--- src/hw/rtl/nfa_epsilon_removal_unit_macros.svh ---
// Assertion macros shared by the epsilon removal unit RTL.
// Every macro expects signals named clk and rst_n in the calling scope.
`ifndef NFA_EPSILON_REMOVAL_UNIT_MACROS_SVH
`define NFA_EPSILON_REMOVAL_UNIT_MACROS_SVH

// Check an expression at every clock edge out of reset.
`define NER_ASSERT_COMB(lbl, expr, msg) \
  lbl: assert property (@(posedge clk) disable iff (!rst_n) (expr)) else $error(msg);

// Check that a condition is followed by another one on the next edge.
`define NER_ASSERT_NEXT(lbl, ante, cons, msg) \
  lbl: assert property (@(posedge clk) disable iff (!rst_n) (ante) |=> (cons)) else $error(msg);

`endif

--- src/hw/rtl/nfa_er_pkg.sv ---
// Types and constants of the epsilon removal unit.
// No dependencies; imported by every module of the block but nfa_er_ram.
`default_nettype none

package nfa_er_pkg;

  localparam int KIND_W     = 2;
  localparam int ST_W       = 3;
  localparam int SYM_W      = 3;
  localparam int ROW_W      = 8;
  localparam int CFG_IDX_W  = 1;
  localparam int CFG_DATA_W = 4;

  localparam logic [KIND_W-1:0] KIND_LOAD_EPS = 2'd0;
  localparam logic [KIND_W-1:0] KIND_LOAD_SYM = 2'd1;
  localparam logic [KIND_W-1:0] KIND_COMPUTE  = 2'd2;

  localparam logic [CFG_IDX_W-1:0] CFG_NUM_STATES  = 1'd0;
  localparam logic [CFG_IDX_W-1:0] CFG_NUM_SYMBOLS = 1'd1;

  localparam logic [CFG_DATA_W-1:0] CFG_COUNT_RESET = 4'd8;

  typedef struct packed {
    logic [KIND_W-1:0] kind;
    logic [SYM_W-1:0]  symbol_index;
    logic [ST_W-1:0]   row_state;
    logic [ROW_W-1:0]  row_targets;
  } in_pkt_t;

  typedef struct packed {
    logic [ST_W-1:0]  from_state;
    logic [SYM_W-1:0] on_symbol;
    logic [ROW_W-1:0] next_states;
    logic             last;
  } out_pkt_t;

  // Controller to datapath commands.
  typedef struct packed {
    logic take;   // input channel open, apply load transactions
    logic init;   // seed closures from the epsilon rows
    logic warsh;  // one Warshall pivot step
    logic issue;  // issue one symbol row read
    logic emit;   // load one result into the output register
  } cmd_t;

  // Datapath to controller status.
  typedef struct packed {
    logic compute_req;
    logic k_last;
    logic j_last;
    logic res_last;
    logic out_free;
  } sts_t;

endpackage

`default_nettype wire

--- src/hw/rtl/nfa_epsilon_removal_unit.sv ---
// Top level of the NFA epsilon removal unit.
// Depends on nfa_er_pkg, nfa_er_ctrl and nfa_er_dp.
//
// Usage:
//   Input channel (in_valid / in_stall / in_data) carries one transaction per
//   cycle while in_stall is low: load an epsilon row, load a symbol transition
//   row, or compute. Load transactions produce no result. A compute
//   transaction seeds the closure rows, runs one Warshall pivot per state,
//   then walks states (outer) and symbols (inner). Each result needs one
//   symbol store read per state on the single RAM read port, a wait for the
//   last read to land, and an emit. in_stall stays high for the whole of a
//   run.
//   Results leave through an output register (out_valid / out_stall /
//   out_data); last marks the final result of a run. While the receiver stalls
//   a valid result, the walk waits in its emit step and the register holds it.
//   Configuration (cfg_we / cfg_index / cfg_data) writes num_states (index 0)
//   or num_symbols (index 1); do so only while the block is idle (not enforced).
//   Reset: synchronous, active low; both counts return to 8 and all row
//   stores read as zero at once, with no clearing pass.
`default_nettype none

module nfa_epsilon_removal_unit
  import nfa_er_pkg::*;
#(
  parameter int MAX_STATES  = 8,
  parameter int MAX_SYMBOLS = 8
) (
  input  wire logic                  clk,
  input  wire logic                  rst_n,
  input  wire logic                  in_valid,
  output logic                       in_stall,
  input  wire in_pkt_t               in_data,
  output logic                       out_valid,
  input  wire logic                  out_stall,
  output out_pkt_t                   out_data,
  input  wire logic                  cfg_we,
  input  wire logic [CFG_IDX_W-1:0]  cfg_index,
  input  wire logic [CFG_DATA_W-1:0] cfg_data
);

  cmd_t cmd;
  sts_t sts;

  // Sequencer: owns the phase, issues at most one command per cycle.
  nfa_er_ctrl u_ctrl (
    .clk   (clk),
    .rst_n (rst_n),
    .sts   (sts),
    .cmd   (cmd)
  );

  // Stores, closure rows, counters and the output register.
  nfa_er_dp #(
    .MAX_STATES  (MAX_STATES),
    .MAX_SYMBOLS (MAX_SYMBOLS)
  ) u_dp (
    .clk       (clk),
    .rst_n     (rst_n),
    .in_valid  (in_valid),
    .in_data   (in_data),
    .cfg_we    (cfg_we),
    .cfg_index (cfg_index),
    .cfg_data  (cfg_data),
    .out_stall (out_stall),
    .out_valid (out_valid),
    .out_data  (out_data),
    .cmd       (cmd),
    .sts       (sts)
  );

  // Hold the input channel whenever the sequencer is busy with a run.
  assign in_stall = !cmd.take;

endmodule

`default_nettype wire

--- src/hw/rtl/nfa_er_ram.sv ---
// Generic single-write, single-read RAM with registered read data.
// No dependencies.
`default_nettype none

module nfa_er_ram #(
  parameter int WIDTH = 8,
  parameter int DEPTH = 64
) (
  input  wire logic                     clk,
  input  wire logic                     we,
  input  wire logic [$clog2(DEPTH)-1:0] waddr,
  input  wire logic [WIDTH-1:0]         wdata,
  input  wire logic [$clog2(DEPTH)-1:0] raddr,
  output logic      [WIDTH-1:0]         rdata
);

  logic [WIDTH-1:0] mem_r [DEPTH];

  always_ff @(posedge clk) begin
    if (we) begin
      mem_r[waddr] <= wdata;
    end
    rdata <= mem_r[raddr];
  end

endmodule

`default_nettype wire

--- src/hw/rtl/nfa_er_ctrl.sv ---
// Sequencer of the epsilon removal unit: load, closure and emit phases.
// Depends on nfa_er_pkg and the assertion macro header.
`default_nettype none
`include "nfa_epsilon_removal_unit_macros.svh"

module nfa_er_ctrl
  import nfa_er_pkg::*;
(
  input  wire logic clk,
  input  wire logic rst_n,
  input  wire sts_t sts,
  output cmd_t      cmd
);

  localparam logic [2:0] ST_IDLE  = 3'd0;
  localparam logic [2:0] ST_INIT  = 3'd1;
  localparam logic [2:0] ST_WARSH = 3'd2;
  localparam logic [2:0] ST_READ  = 3'd3;
  localparam logic [2:0] ST_WAIT  = 3'd4;
  localparam logic [2:0] ST_EMIT  = 3'd5;

  logic [2:0] state_r;
  logic [2:0] state_nxt;

  always_comb begin
    state_nxt = state_r;
    cmd       = '0;
    case (state_r)
      ST_IDLE: begin
        cmd.take = 1'b1;
        if (sts.compute_req) begin
          state_nxt = ST_INIT;
        end
      end
      ST_INIT: begin
        cmd.init  = 1'b1;
        state_nxt = ST_WARSH;
      end
      ST_WARSH: begin
        cmd.warsh = 1'b1;
        if (sts.k_last) begin
          state_nxt = ST_READ;
        end
      end
      ST_READ: begin
        cmd.issue = 1'b1;
        if (sts.j_last) begin
          state_nxt = ST_WAIT;
        end
      end
      ST_WAIT: begin
        // last row read lands in the accumulator
        state_nxt = ST_EMIT;
      end
      ST_EMIT: begin
        if (sts.out_free) begin
          cmd.emit  = 1'b1;
          state_nxt = sts.res_last ? ST_IDLE : ST_READ;
        end
      end
      default: begin
        state_nxt = ST_IDLE;
      end
    endcase
  end

  always_ff @(posedge clk) begin
    if (!rst_n) begin
      state_r <= ST_IDLE;
    end else begin
      state_r <= state_nxt;
    end
  end

  `NER_ASSERT_COMB(a_cmd_onehot, $onehot0({cmd.take, cmd.init, cmd.warsh, cmd.issue, cmd.emit}), "more than one command active")
  `NER_ASSERT_COMB(a_emit_free, !cmd.emit || sts.out_free, "result emitted into a busy output register")
  `NER_ASSERT_NEXT(a_warsh_done, (state_r == ST_WARSH) && sts.k_last, state_r == ST_READ, "closure phase did not end after last pivot")

endmodule

`default_nettype wire

--- src/hw/rtl/nfa_er_dp.sv ---
// Datapath of the epsilon removal unit: row stores, closure rows,
// walk counters, reach accumulator and output register.
// Depends on nfa_er_pkg, nfa_er_ram and the assertion macro header.
`default_nettype none
`include "nfa_epsilon_removal_unit_macros.svh"

module nfa_er_dp
  import nfa_er_pkg::*;
#(
  parameter int MAX_STATES  = 8,
  parameter int MAX_SYMBOLS = 8
) (
  input  wire logic                  clk,
  input  wire logic                  rst_n,
  input  wire logic                  in_valid,
  input  wire in_pkt_t               in_data,
  input  wire logic                  cfg_we,
  input  wire logic [CFG_IDX_W-1:0]  cfg_index,
  input  wire logic [CFG_DATA_W-1:0] cfg_data,
  input  wire logic                  out_stall,
  output logic                       out_valid,
  output out_pkt_t                   out_data,
  input  wire cmd_t                  cmd,
  output sts_t                       sts
);

  localparam int STW   = $clog2(MAX_STATES);
  localparam int CNW   = $clog2(MAX_STATES + 1);
  localparam int SYW   = (MAX_SYMBOLS > 1) ? $clog2(MAX_SYMBOLS) : 1;
  localparam int CSW   = $clog2(MAX_SYMBOLS + 1);
  localparam int DEPTH = MAX_SYMBOLS * MAX_STATES;
  localparam int AW    = $clog2(DEPTH);

  logic [CFG_DATA_W-1:0] ns_r;
  logic [CFG_DATA_W-1:0] nsym_r;
  logic [MAX_STATES-1:0] eps_r  [MAX_STATES];
  logic [MAX_STATES-1:0] clos_r [MAX_STATES];
  logic [MAX_STATES-1:0] clos_nxt [MAX_STATES];
  logic [DEPTH-1:0]      vld_r;
  logic [STW-1:0]        k_r;
  logic [STW-1:0]        j_r;
  logic [STW-1:0]        s_r;
  logic [SYW-1:0]        a_r;
  logic [MAX_STATES-1:0] reach_r;
  logic [MAX_STATES-1:0] reach_nxt;
  logic                  rd_pend_r;
  logic [STW-1:0]        rd_j_r;
  logic                  rd_vld_r;
  logic                  out_valid_r;
  out_pkt_t              out_pkt_r;

  logic [CNW-1:0]        n_eff;
  logic [CSW-1:0]        a_eff;
  logic [MAX_STATES-1:0] live;
  logic [MAX_STATES-1:0] targets;
  logic [MAX_STATES-1:0] spread;
  logic [MAX_STATES-1:0] rd_data;
  logic [AW-1:0]         wr_addr;
  logic [AW-1:0]         rd_addr;
  logic                  accept;
  logic                  eps_we;
  logic                  sym_we;
  logic                  s_last;
  logic                  a_last;

  // Effective counts: zero acts as one, overflow clamps to the maximum.
  always_comb begin
    if (ns_r == '0) begin
      n_eff = CNW'(1);
    end else if (ns_r > CFG_DATA_W'(MAX_STATES)) begin
      n_eff = CNW'(MAX_STATES);
    end else begin
      n_eff = CNW'(ns_r);
    end
    if (nsym_r == '0) begin
      a_eff = CSW'(1);
    end else if (nsym_r > CFG_DATA_W'(MAX_SYMBOLS)) begin
      a_eff = CSW'(MAX_SYMBOLS);
    end else begin
      a_eff = CSW'(nsym_r);
    end
  end

  always_comb begin
    for (int i = 0; i < MAX_STATES; i++) begin
      live[i] = (i < int'(n_eff));
    end
  end

  assign accept  = in_valid && cmd.take;
  assign targets = in_data.row_targets[MAX_STATES-1:0];
  assign eps_we  = accept && (in_data.kind == KIND_LOAD_EPS) &&
                   (int'(in_data.row_state) < MAX_STATES);
  assign sym_we  = accept && (in_data.kind == KIND_LOAD_SYM) &&
                   (int'(in_data.row_state) < MAX_STATES) &&
                   (int'(in_data.symbol_index) < MAX_SYMBOLS);
  assign wr_addr = AW'(int'(in_data.symbol_index) * MAX_STATES + int'(in_data.row_state));
  assign rd_addr = AW'(int'(a_r) * MAX_STATES + int'(j_r));

  nfa_er_ram #(
    .WIDTH (MAX_STATES),
    .DEPTH (DEPTH)
  ) u_sym_ram (
    .clk   (clk),
    .we    (sym_we),
    .waddr (wr_addr),
    .wdata (targets),
    .raddr (rd_addr),
    .rdata (rd_data)
  );

  // Closure rows: seed with the epsilon rows, then one pivot per step.
  always_comb begin
    for (int i = 0; i < MAX_STATES; i++) begin
      clos_nxt[i] = clos_r[i];
      if (cmd.init) begin
        clos_nxt[i] = live[i] ?
          ((eps_r[i] & live) | ({{(MAX_STATES-1){1'b0}}, 1'b1} << i)) : '0;
      end else if (cmd.warsh && clos_r[i][k_r]) begin
        clos_nxt[i] = clos_r[i] | clos_r[k_r];
      end
    end
  end

  // Accumulate symbol rows of the states in the current closure.
  always_comb begin
    reach_nxt = reach_r;
    if (cmd.init || cmd.emit) begin
      reach_nxt = '0;
    end else if (rd_pend_r && rd_vld_r && clos_r[s_r][rd_j_r]) begin
      reach_nxt = reach_r | (rd_data & live);
    end
  end

  always_comb begin
    spread = '0;
    for (int m = 0; m < MAX_STATES; m++) begin
      if (reach_r[m]) begin
        spread = spread | clos_r[m];
      end
    end
  end

  assign s_last = (CNW'(s_r) + CNW'(1)) == n_eff;
  assign a_last = (CSW'(a_r) + CSW'(1)) == a_eff;

  always_ff @(posedge clk) begin
    if (!rst_n) begin
      ns_r        <= CFG_COUNT_RESET;
      nsym_r      <= CFG_COUNT_RESET;
      vld_r       <= '0;
      rd_pend_r   <= 1'b0;
      out_valid_r <= 1'b0;
      for (int i = 0; i < MAX_STATES; i++) begin
        eps_r[i]  <= '0;
        clos_r[i] <= '0;
      end
    end else begin
      if (cfg_we) begin
        case (cfg_index)
          CFG_NUM_STATES:  ns_r   <= cfg_data;
          CFG_NUM_SYMBOLS: nsym_r <= cfg_data;
          default: ;
        endcase
      end
      if (eps_we) begin
        eps_r[in_data.row_state[STW-1:0]] <= targets;
      end
      if (sym_we) begin
        vld_r[wr_addr] <= 1'b1;
      end
      for (int i = 0; i < MAX_STATES; i++) begin
        clos_r[i] <= clos_nxt[i];
      end
      rd_pend_r <= cmd.issue;
      if (cmd.emit) begin
        out_valid_r <= 1'b1;
      end else if (!out_stall) begin
        out_valid_r <= 1'b0;
      end
    end
  end

  // Walk counters and payload; no reset needed, init seeds the counters.
  always_ff @(posedge clk) begin
    reach_r <= reach_nxt;
    if (cmd.issue) begin
      rd_j_r   <= j_r;
      rd_vld_r <= vld_r[rd_addr];
    end
    if (cmd.init) begin
      k_r <= '0;
      j_r <= '0;
      s_r <= '0;
      a_r <= '0;
    end
    if (cmd.warsh) begin
      k_r <= k_r + STW'(1);
    end
    if (cmd.issue) begin
      j_r <= j_r + STW'(1);
    end
    if (cmd.emit) begin
      out_pkt_r.from_state  <= ST_W'(s_r);
      out_pkt_r.on_symbol   <= SYM_W'(a_r);
      out_pkt_r.next_states <= ROW_W'(spread);
      out_pkt_r.last        <= s_last && a_last;
      j_r <= '0;
      if (a_last) begin
        a_r <= '0;
        s_r <= s_last ? '0 : s_r + STW'(1);
      end else begin
        a_r <= a_r + SYW'(1);
      end
    end
  end

  assign sts.compute_req = in_valid && (in_data.kind == KIND_COMPUTE);
  assign sts.k_last      = (CNW'(k_r) + CNW'(1)) == n_eff;
  assign sts.j_last      = (CNW'(j_r) + CNW'(1)) == n_eff;
  assign sts.res_last    = s_last && a_last;
  assign sts.out_free    = !out_valid_r || !out_stall;

  assign out_valid = out_valid_r;
  assign out_data  = out_pkt_r;

  `NER_ASSERT_NEXT(a_emit_valid, cmd.emit, out_valid_r, "emitted result not presented")
  `NER_ASSERT_NEXT(a_run_rewind, cmd.emit && s_last && a_last, (s_r == '0) && (a_r == '0), "walk counters not rewound after last result")
  `NER_ASSERT_COMB(a_no_read_on_load, !(cmd.issue && sym_we), "symbol store written during a walk")

endmodule

`default_nettype wire

--- config.mk ---
export PLATFORM = sky130hd
export DESIGN_NAME = nfa_epsilon_removal_unit
export DESIGN_NICKNAME = d
export VERILOG_FILES = /design/src/hw/rtl/nfa_er_pkg.sv /design/src/hw/rtl/nfa_epsilon_removal_unit.sv /design/src/hw/rtl/nfa_er_ram.sv /design/src/hw/rtl/nfa_er_ctrl.sv /design/src/hw/rtl/nfa_er_dp.sv
export VERILOG_INCLUDE_DIRS = /design/src /design/src/hw/rtl
export SDC_FILE = /design/constraint.sdc
export NUM_CORES = 1
export LEC_CHECK = 0
export ABC_AREA = 1
export BUFFER_PORTS_ARGS = -buffer_cell sky130_fd_sc_hd__clkbuf_2
export CAP_MARGIN = 40
export CORE_MARGIN = 3
export CORE_UTILIZATION = 30
export DETAILED_ROUTE_END_ITERATION = 12
export SYNTH_ARGS = -nofsm -noshare
export SYNTH_HDL_FRONTEND = slang
export SYNTH_SLANG_ARGS = --single-unit
--- constraint.sdc ---
create_clock -name clk -period 3.85 [get_ports clk]
set_input_delay 0.1925 -clock clk [delete_from_list [all_inputs] [get_ports clk]]
set_output_delay 0.1925 -clock clk [all_outputs]
set_load 0.02 [all_outputs]
==> results of run 1 <==
## flip-flops by register name, summed over array words and instances, names as in the netlist, named ones only
name,cells
u_dp.out_valid,1
u_dp.u_sym_ram.rdata,8
u_dp.rd_vld_r,1
u_dp.reach_r,8
u_dp.j_r,3
u_dp.rd_j_r,3
u_dp.s_r,3
u_dp.a_r,3
u_dp.out_data,15
u_dp.ns_r,4
u_dp.vld_r,64
u_dp.rd_pend_r,1
u_dp.eps_r,56
u_dp.nsym_r,4
u_dp.u_sym_ram.mem_r,512
u_ctrl.state_r,3
u_dp.k_r,3
u_dp.clos_r,64
## worst max-delay path, cell delays in order, from the launching register on
cell and delay, ps:
dfxtp_1 350, nor2_4 150, nand3_1 180, nor3_4 740
nand3_1 560, nor2_1 790
## cells by family after synthesis
family | share of synthesized area (%)
xor+xnor | 0.2987
compound gates | 13.05
simple gates | 14.28
fa+ha+maj | 0.1552
mux | 2.483
flops | 65.51
buf+inv | 4.228
## cells in the mapped netlist, types with 45 or more instances
master,number
a21oi_1,243
buf_2,79
clkbuf_1,69
dfxtp_1,166
edfxtp_1,593
inv_1,138
mux2i_1,80
nand2_1,548
nand3_1,108
nor2_1,482
o211ai_1,45
o21ai_0,292
o22ai_1,80
## metrics by stage
step	worst slack, ps	hold WS (ps)
5_1_grt	613.9	59.09
4_1_cts	808.6	43.26
3_3_place_gp	853.2	447.9
3_5_place_dp	815.5	453.9
2_1_floorplan	1911	291.4
6_report	695.0	76.22
## timing repair
action                     4_1_cts  5_1_grt
hold buffers                    11        0
buffers inserted                 0        0
resized for setup                0        0
hold endpoints to repair         9        0
setup endpoints to repair        0        0
## layout make-up
type / count / share of cell area [%]
sequential: 759 / 57.30
multi-input combinational: 2011 / 26.48
clock buffer: 101 / 5.794
tap: 1391 / 4.718
timing repair buffer: 113 / 2.782
inverter: 155 / 1.598
clock inverter: 41 / 1.320
antenna: 1 / 0.006784
## worst paths after layout
kind,cells after the start,endpoint,slack [ps]
setup / recovery,5,u_dp.u_sym_ram.mem_r[35][5]$_DFFE_PP_,690
hold / removal,1,u_dp.u_sym_ram.mem_r[54][6]$_DFFE_PP_,80
setup reg to reg,5,u_dp.u_sym_ram.mem_r[35][5]$_DFFE_PP_,690
hold reg to reg,2,u_dp.vld_r[2]$_SDFFE_PN0P_,470
## routing by layer
layer	global-route usage [%]	up-vias
met5	0	-
met4	5.310	0
met3	3.013	208
met2	26.95	1248
met1	23.59	11570
li1	-	10930
## where the power goes
group | total (mW) | internal [mW] | leakage, nW | switching, mW
sequential | 9.25 | 8.99 | 6.76 | 0.264
clock | 7.72 | 4.49 | 1.28 | 3.24
combinational | 3.71 | 1.10 | 4.66 | 2.61
total | 20.7 | 14.6 | 12.7 | 6.11
==> results.toml, run 1 <==
[sta]
worstMarginPinSlew_ps = 959.0
drv_slew = 0
finClkSkew_ps = 33.29
relSlewSlack_pct = 35.99
finalSetupViolCount = 0
final-hold-violation-count = 0
max_freq_mhz = 317.0
grt_setup_unrepaired = "false"
period_needed_ps = 3155
period_share_pct = 81.95
tns_ps = 0

[clocking]
worstSkewPairLatency_ps = 650
cts_buffer_depth = 3
cts_tree = "done"
cts_sinks = 759
root_buffer = "clkbuf_16"
clkTransAtPathRegs_ps = 60
cts_buffers = 76
htreeDepth = 3

[final_layout]
regArea_mm2 = 0.02114
layout_commonest_cell = "edfxtp_1"
fillers = 10510
mostFrequentLayoutCells = "593 x edfxtp_1, 547 x nand2_1, 482 x nor2_1, 292 x o21ai_0, 243 x a21oi_1"
stdcell_count = 4572
area_growth_pct = 14.36
design_area_mm2 = 0.03689
fin_util_pct = 34.79
drive_above_1_share_pct = 8.145
fin_nets = 3146
multi_input_area_mm2 = 0.009768

[synthesis]
synth_edf_count = 593
ys_seq_elements = 759
synthTopCellsByArea = "edfxtp_1 55%, dfxtp_1 10%, nand2_1 6.4%"
syn-num-nets = 3121
seq_area_frac_synth_pct = 65.51
yosysTopAreaCell = "edfxtp_1"
netlist_area_mm2 = 0.03225
ys.flop_type = "edfxtp_1"
synth-warning-count = 0
synth_cells = 3091
synth_top_area_share_pct = 55.21
async_reset_ff_share_pct = 0
syn_avg_cell_area_um2 = 10.44
ys_types = 49

[die]
pin_count = 43
coreArea_mm2 = 0.1060
rows = 119
start_util_pct = 30.43
die_area_mm2 = 0.1115
fp.dieW_um = 333.9
die_h_um = 333.9

[global_routing]
grt_max_degree = 82
grt_pass1_vias = 22490
grt_usage_pct = 16.95
gr-total-overflow = 0
grt_pass1_wl_um = 143700
antenna_found_initial = 2

[drt]
ant_nets = 0
wl_per_cell_um = 21.41
met2_length_um = 44530
top_layer_used = "met4"
m1WireLength_um = 41440
route.detailed.drc = 0
route.vias.total = 23950
dr.pass1.iters = 7
avgViaCountPerCell = 5.239
drt_iter0_drc = 3287
wirelength_um = 97890
met3_length_um = 8724

[placed_design]
dp_cells = 4418
placed_area_mm2 = 0.03415
place.gp.congestion = 0.9258
portBuffers = 42
post-dp-hpwl_um = 64730

[power_and_ir_drop]
p_leak_nw = 12.69
p_per_area_mw_per_mm2 = 560.8
fin_total_pwr_mw = 20.68
peakVddDrop_mv = 0.3276

[critical_path]
startpoint = "u_ctrl.state_r[2]$_SDFFE_PN0P_"
start_kind = "flop"
critPathRequiredTime_ps = 4110
r2r-start = "u_ctrl.state_r[2]$_SDFFE_PN0P_"
end_kind = "flop"
critPathArrivalTime_ps = 3420
cp_max_fo = 9
critical_path_class = "reg -> reg"

[hold_path]
hp-start = "in_data[6]"
holdCritPathClass = "in -> reg"

[run_status]
status = "completed"

[run]
cap_violations = 0
Note: power is estimated with default switching activity, not from simulation.
==> run 2: changes to the inputs <==
Settings changed: ABC_AREA 1 to 0.
Clock period 3.85 ns to 3.25 ns, I/O delays scaled along.
==> run 2 against run 1 <==
Hold slack worse by 42 ps. Combinational power is 54% lower. Clock skew is 4.2 ps higher. Largest power group unchanged.
==> results.toml, run 2 <==
[clocking]
post_cts_buffers = 0
htreeDepth = 3
cts_sinks = 759
cts_buffers = 79
cts_tree = "done"
cts_buffer_depth = 3
clkTransAtPathRegs_ps = 60
root_buffer = "clkbuf_16"
worstSkewPairLatency_ps = 630

[drt]
dr.pass1.iters = 6
ant_nets = 0
drt_iter0_drc = 2425
route.vias.total = 19370
wirelength_um = 88090
route.detailed.drc = 0
wl_per_cell_um = 24.33
avgViaCountPerCell = 5.349

[sta]
period_needed_ps = 2810
max_freq_mhz = 355.9
fin_hold_ws_ps = 34.28
grt_setup_unrepaired = "false"
drv_slew = 0
worstMarginPinSlew_ps = 933.4
finClkSkew_ps = 37.45
tns_ps = 0
finalSetupViolCount = 0
final-hold-violation-count = 0
period_share_pct = 86.46
relSlewSlack_pct = 37.77

[run_status]
status = "completed"

[synthesis]
ys.flop_type = "edfxtp_1"
seq_area_frac_synth_pct = 66.62
synth_edf_count = 593
async_reset_ff_share_pct = 0
ys_seq_elements = 759
synthTopCellsByArea = "edfxtp_1 56%, mux4_2 13%, dfxtp_1 10%"
yosysMostFrequentCell = "edfxtp_1"
yosysTopAreaCell = "edfxtp_1"
synth_top_area_share_pct = 56.14
netlist_top_cells_count = "593 x edfxtp_1, 187 x mux4_2, 166 x dfxtp_1, 148 x nor2_1, 99 x nand2_1"
yosys.area_share.simple_pct = 7.211
syn-num-nets = 2055
netlist_area_mm2 = 0.03172
synthAdderAreaFrac_pct = 0.1578
syn_avg_cell_area_um2 = 15.66
yosys.area_share.xor_xnor_pct = 0.3037
synthMuxAreaShare_pct = 15.75
ys_types = 70
synth_cells = 2025
synth-warning-count = 0
synth-compound-area-share_pct = 7.858
synth_top_family_by_area = "multiplexers"

[final_layout]
layout_commonest_cell = "edfxtp_1"
biggestRegsByFlops = "u_dp.u_sym_ram.mem_r x512, u_dp.clos_r x64, u_dp.vld_r x64"
fillers = 9839
antenna_cells = 0
design_area_mm2 = 0.03713
fin_util_pct = 35.62
drive_above_1_share_pct = 23.38
mostFrequentLayoutCells = "593 x edfxtp_1, 187 x mux4_2, 163 x dfxtp_1, 148 x nor2_1, 132 x buf_4"
area_growth_pct = 17.07
fin_nets = 2207
largest_register_ffs = 512
top_register = "u_dp.u_sym_ram.mem_r"

[power_and_ir_drop]
seq_power_share_pct = 49.8
p_per_area_mw_per_mm2 = 578.7
intPower_mw = 16.62
p_leak_nw = 12.00
p_sw_share_pct = 22.68
peakVddDrop_mv = 0.3754
combPwrFrac_pct = 7.9
pwr-share-clk_pct = 42.3
netSwitchingPower_mw = 4.874

[placed_design]
placed_area_mm2 = 0.03441
portBuffers = 42
post-dp-hpwl_um = 58960
place.gp.congestion = 0.9480

[die]
coreArea_mm2 = 0.1042
pin_count = 43
die_h_um = 331.2
die_area_mm2 = 0.1097
fp.dieW_um = 331.2
start_util_pct = 30.43
rows = 118

[global_routing]
antenna_found_initial = 2
grt_usage_pct = 15.96
grt_max_degree = 72
gr-total-overflow = 0
grt_pass1_wl_um = 130700
grt_pass1_vias = 19110

[critical_path]
cp_slowest_cell = "or3_1"
critical_path.max_stage_delay_ps = 450
end_kind = "flop"
critPathRequiredTime_ps = 3570
critical_path_class = "reg -> reg"
reg2reg_depth = 7
critPathArrivalTime_ps = 3130
timing.critical_path.cells = "or3_1, nor3b_2, buf_4, nor3b_2, nand3b_1, nor2_1, buf_4"
cp_max_fo = 11
start_kind = "flop"

[hold_path]
holdPathStages = 5
holdCritPathClass = "in -> reg"

[run]
cap_violations = 0
==> run 2: cell types whose count changed after synthesis, moves of 61 or more <==
cell     previous run  this run
o21ai_0           292        71
a21oi_1           243        73
inv_1             138        15
nand3_1           108        21
and2_1              1        93
mux4_2              0       187
nor2_1            482       148
o21a_1              2        63
nand2_1           548        99
==> run 2: critical path: cells and delay by family, from the launching register on <==
kind | cells | cell delay [ps]
flops | 1 | 410
buf+inv | 2 | 430
simple gates | 5 | 1680
==> run 2: final timing paths <==
check                                      start                               endpoint  slack (ps)
setup / recovery  u_ctrl.state_r[2]$_SDFFE_PN0P_  u_dp.u_sym_ram.mem_r[35][7]$_DFFE_PP_         440
hold / removal                          in_valid         u_ctrl.state_r[0]$_SDFFE_PN0P_          30
setup reg to reg  u_ctrl.state_r[2]$_SDFFE_PN0P_  u_dp.u_sym_ram.mem_r[35][7]$_DFFE_PP_         440
hold reg to reg      u_dp.vld_r[62]$_SDFFE_PN0P_            u_dp.vld_r[62]$_SDFFE_PN0P_         460
==> run 2: layout make-up <==
cell class	instances	area, um2	area share (%)
clock buffer	97	2095	5.641
clock inverter	48	505.5	1.361
inverter	19	71.32	0.1921
multi-input combinational	1115	9927	26.73
sequential	759	21140	56.93
tap	1380	1727	4.650
timing repair buffer	203	1669	4.495
==> run 2: cells by family after synthesis <==
group	Yosys count
DFF	759
and+or+nand+nor	461
AOI/OAI and AO/OA	374
muxes	265
buffers and inverters	151
xor gates and xnor gates	11
adders and majority gates	4
==> run 2: stage by stage <==
stage | worst slack, ps | power, mW | instances
finish | 439.9 | 21.49 | 3621
global route | 269.5 | 22.15 | 3621
CTS | 477.9 | 21.67 | 3620
detailed placement | 475.7 | 12.59 | 3463
global placement | 521.6 | 12.57 | 3462
floorplan | 705.8 | 11.90 | 2025
==> run 2: power by group through the flow <==
stage / clock network, mW / registers [mW] / logic, mW
2_1_floorplan: 0 / 10.8 / 1.12
3_3_place_gp: 0 / 10.9 / 1.69
3_5_place_dp: 0 / 10.9 / 1.70
4_1_cts: 9.26 / 10.7 / 1.72
5_1_grt: 9.63 / 10.7 / 1.82
6_report: 9.09 / 10.7 / 1.71
==> run 2: repair_timing <==
action | 4_1_cts | 5_1_grt
hold endpoints to repair | 34 | 0
resized for setup | 0 | 0
setup endpoints to repair | 0 | 0
hold buffers | 12 | 0
==> run 2: metal layers <==
layer	wire length [um]	track usage (%)	vias up	share of wire [%]
met5	27	0	-	0.031
met4	2577	4.600	4	2.9
met3	7353	3.259	185	8.3
met2	41180	25.54	943	47
met1	36950	22.00	9961	42
li1	-	-	8277	-
==> run 3: changes to the inputs <==
Settings changed: RECOVER_POWER from default to 50.
==> run 3 against run 2 <==
The flow now finishes with violations (max-capacitance violations, max-slew violations). Maximum frequency decreased by 5.9%. Combinational power about the same. Critical path depth unchanged. Critical path type unchanged. Critical endpoint unchanged. Largest cell class unchanged.
==> results.toml, run 3 (same netlist as run 2, synthesis figures left out) <==
[run_status]
status = "finished with violations"
violations = "max-capacitance violations, max-slew violations"

[critical_path]
end_kind = "flop"
cp_max_fo = 11
reg2reg_to = "u_dp.u_sym_ram.mem_r[35][7]$_DFFE_PP_"
critical_path_class = "reg -> reg"
critPathRequiredTime_ps = 3570
start_kind = "flop"
critPathArrivalTime_ps = 3310
reg2reg_depth = 7
rrSetupSlack_ps = 260
r2r-start = "u_ctrl.state_r[2]$_SDFFE_PN0P_"

[clocking]
cts_buffer_depth = 3
clkTransAtPathRegs_ps = 60
cts_tree = "done"
htreeDepth = 3
root_buffer = "clkbuf_16"
cts_resized = 0
cts_sinks = 759
worstSkewPairLatency_ps = 630
cts_buffers = 79

[hold_path]
hold_path_end = "u_ctrl.state_r[0]$_SDFFE_PN0P_"
hp-start = "in_valid"
holdCritPathClass = "in -> reg"
holdPathStages = 5

[sta]
period_needed_ps = 2987
grt_setup_unrepaired = "false"
max_freq_mhz = 334.8
finalSetupViolCount = 0
period_share_pct = 91.90
final-hold-violation-count = 0
worstMarginPinSlew_ps = 1901
relSlewSlack_pct = -26.76
drv_slew = 593
finClkSkew_ps = 38.32
tns_ps = 0

[final_layout]
area_growth_pct = 16.55
drive_above_1_share_pct = 21.06
fin_nets = 2207
stdcell_count = 3621
top_register = "u_dp.u_sym_ram.mem_r"
largest_register_ffs = 512
biggestRegsByFlops = "u_dp.u_sym_ram.mem_r x512, u_dp.clos_r x64, u_dp.vld_r x64"
layout_commonest_cell = "edfxtp_1"
antenna_cells = 0
mostFrequentLayoutCells = "593 x edfxtp_1, 187 x mux4_2, 163 x dfxtp_1, 149 x nor2_1, 109 x buf_4"

[drt]
route.vias.total = 19380
top_layer_used = "met5"
met2_length_um = 41390
met3_length_um = 7669
dr.pass1.iters = 6
avgViaCountPerCell = 5.352
wirelength_um = 88380
wl_per_cell_um = 24.41
ant_nets = 0
m1WireLength_um = 36680
route.detailed.drc = 0
drt_iter0_drc = 2466

[die]
fp.dieW_um = 331.2
pin_count = 43
die_area_mm2 = 0.1097
coreArea_mm2 = 0.1042
die_h_um = 331.2
rows = 118
start_util_pct = 30.43

[global_routing]
grt_pass1_wl_um = 130700
grt_usage_pct = 15.96
grt_max_degree = 72
grt_pass1_vias = 19110
antenna_found_initial = 2
gr-total-overflow = 0

[power_and_ir_drop]
p_leak_nw = 11.83
combPwrFrac_pct = 7.9
seq_power_share_pct = 49.8
peakVddDrop_mv = 0.3781
netSwitchingPower_mw = 4.885
pwr-share-clk_pct = 42.4
p_per_area_mw_per_mm2 = 581.3
intPower_mw = 16.60
p_sw_share_pct = 22.73

[placed_design]
portBuffers = 42
post-dp-hpwl_um = 58960
place.gp.congestion = 0.9480
dp_cells = 3463

[run]
cap_violations = 14
[run 3: layout make-up]
class | count | area [um2]
inverter | 19 | 71.32
clock inverter | 48 | 505.5
tap | 1380 | 1727
timing repair buffer | 203 | 1511
fill | 9883 | 67270
clock buffer | 97 | 2095
multi-input combinational | 1115 | 9920
sequential | 759 | 21140
[run 3: routing by layer]
| layer | up-vias | global-route usage (%) |
|---|---|---|
| met1 | 9939 | 22.00 |
| met2 | 960 | 25.54 |
| li1 | 8277 | - |
| met3 | 201 | 3.259 |
| met5 | - | 0 |
| met4 | 4 | 4.600 |
[run 3: how the worst max path moves through the flow]
stage | cells after the start | from | slack (ps) | end
floorplan | 6 | u_ctrl.state_r[2]$_SDFFE_PN0P_ | 710 | u_dp.u_sym_ram.mem_r[27][0]$_DFFE_PP_
global placement | 7 | u_ctrl.state_r[2]$_SDFFE_PN0P_ | 520 | u_dp.u_sym_ram.mem_r[35][0]$_DFFE_PP_
detailed placement | 7 | u_ctrl.state_r[2]$_SDFFE_PN0P_ | 480 | u_dp.u_sym_ram.mem_r[24][6]$_DFFE_PP_
CTS | 7 | u_ctrl.state_r[2]$_SDFFE_PN0P_ | 480 | u_dp.u_sym_ram.mem_r[24][3]$_DFFE_PP_
global route | 8 | u_dp.a_r[0]$_SDFFCE_PP0P_ | 140 | u_dp.s_r[0]$_DFF_P_
finish | 7 | u_ctrl.state_r[2]$_SDFFE_PN0P_ | 260 | u_dp.u_sym_ram.mem_r[35][7]$_DFFE_PP_
[run 3: repair_timing]
action,4_1_cts,5_1_grt
setup buffers,0,0
endpoints found under the setup margin,0,0
endpoints found under the hold margin,34,0
hold buffers,12,0
[run 3: metrics by stage]
step	util (%)	hold slack, ps	area [um2]	setup WS, ps	power [mW]
global placement	32.98	426.3	34380	521.6	12.57
global route	35.47	55.80	36970	143.3	22.13
finish	35.47	32.08	36970	263.3	21.49
floorplan	-	261.4	31720	705.8	11.90
CTS	35.62	4.577	37130	477.9	21.67
detailed placement	33.01	428.9	34410	475.7	12.59
[run 3: worst max-delay path, cell delays in order (launching register included)]
cell and delay (ps):
dfxtp_1 410, or3_1 450, nor3b_2 300, clkbuf_1 290, nor3b_2 320, nand3b_1 420
nor2_1 280, buf_4 220
[run 3: power groups by stage]
stage	registers [mW]	logic [mW]	clock network [mW]
final	10.7	1.69	9.10
after detailed placement	10.9	1.70	0
after global placement	10.9	1.69	0
after CTS	10.7	1.72	9.26
after global routing	10.7	1.80	9.63
after floorplan	10.8	1.12	0
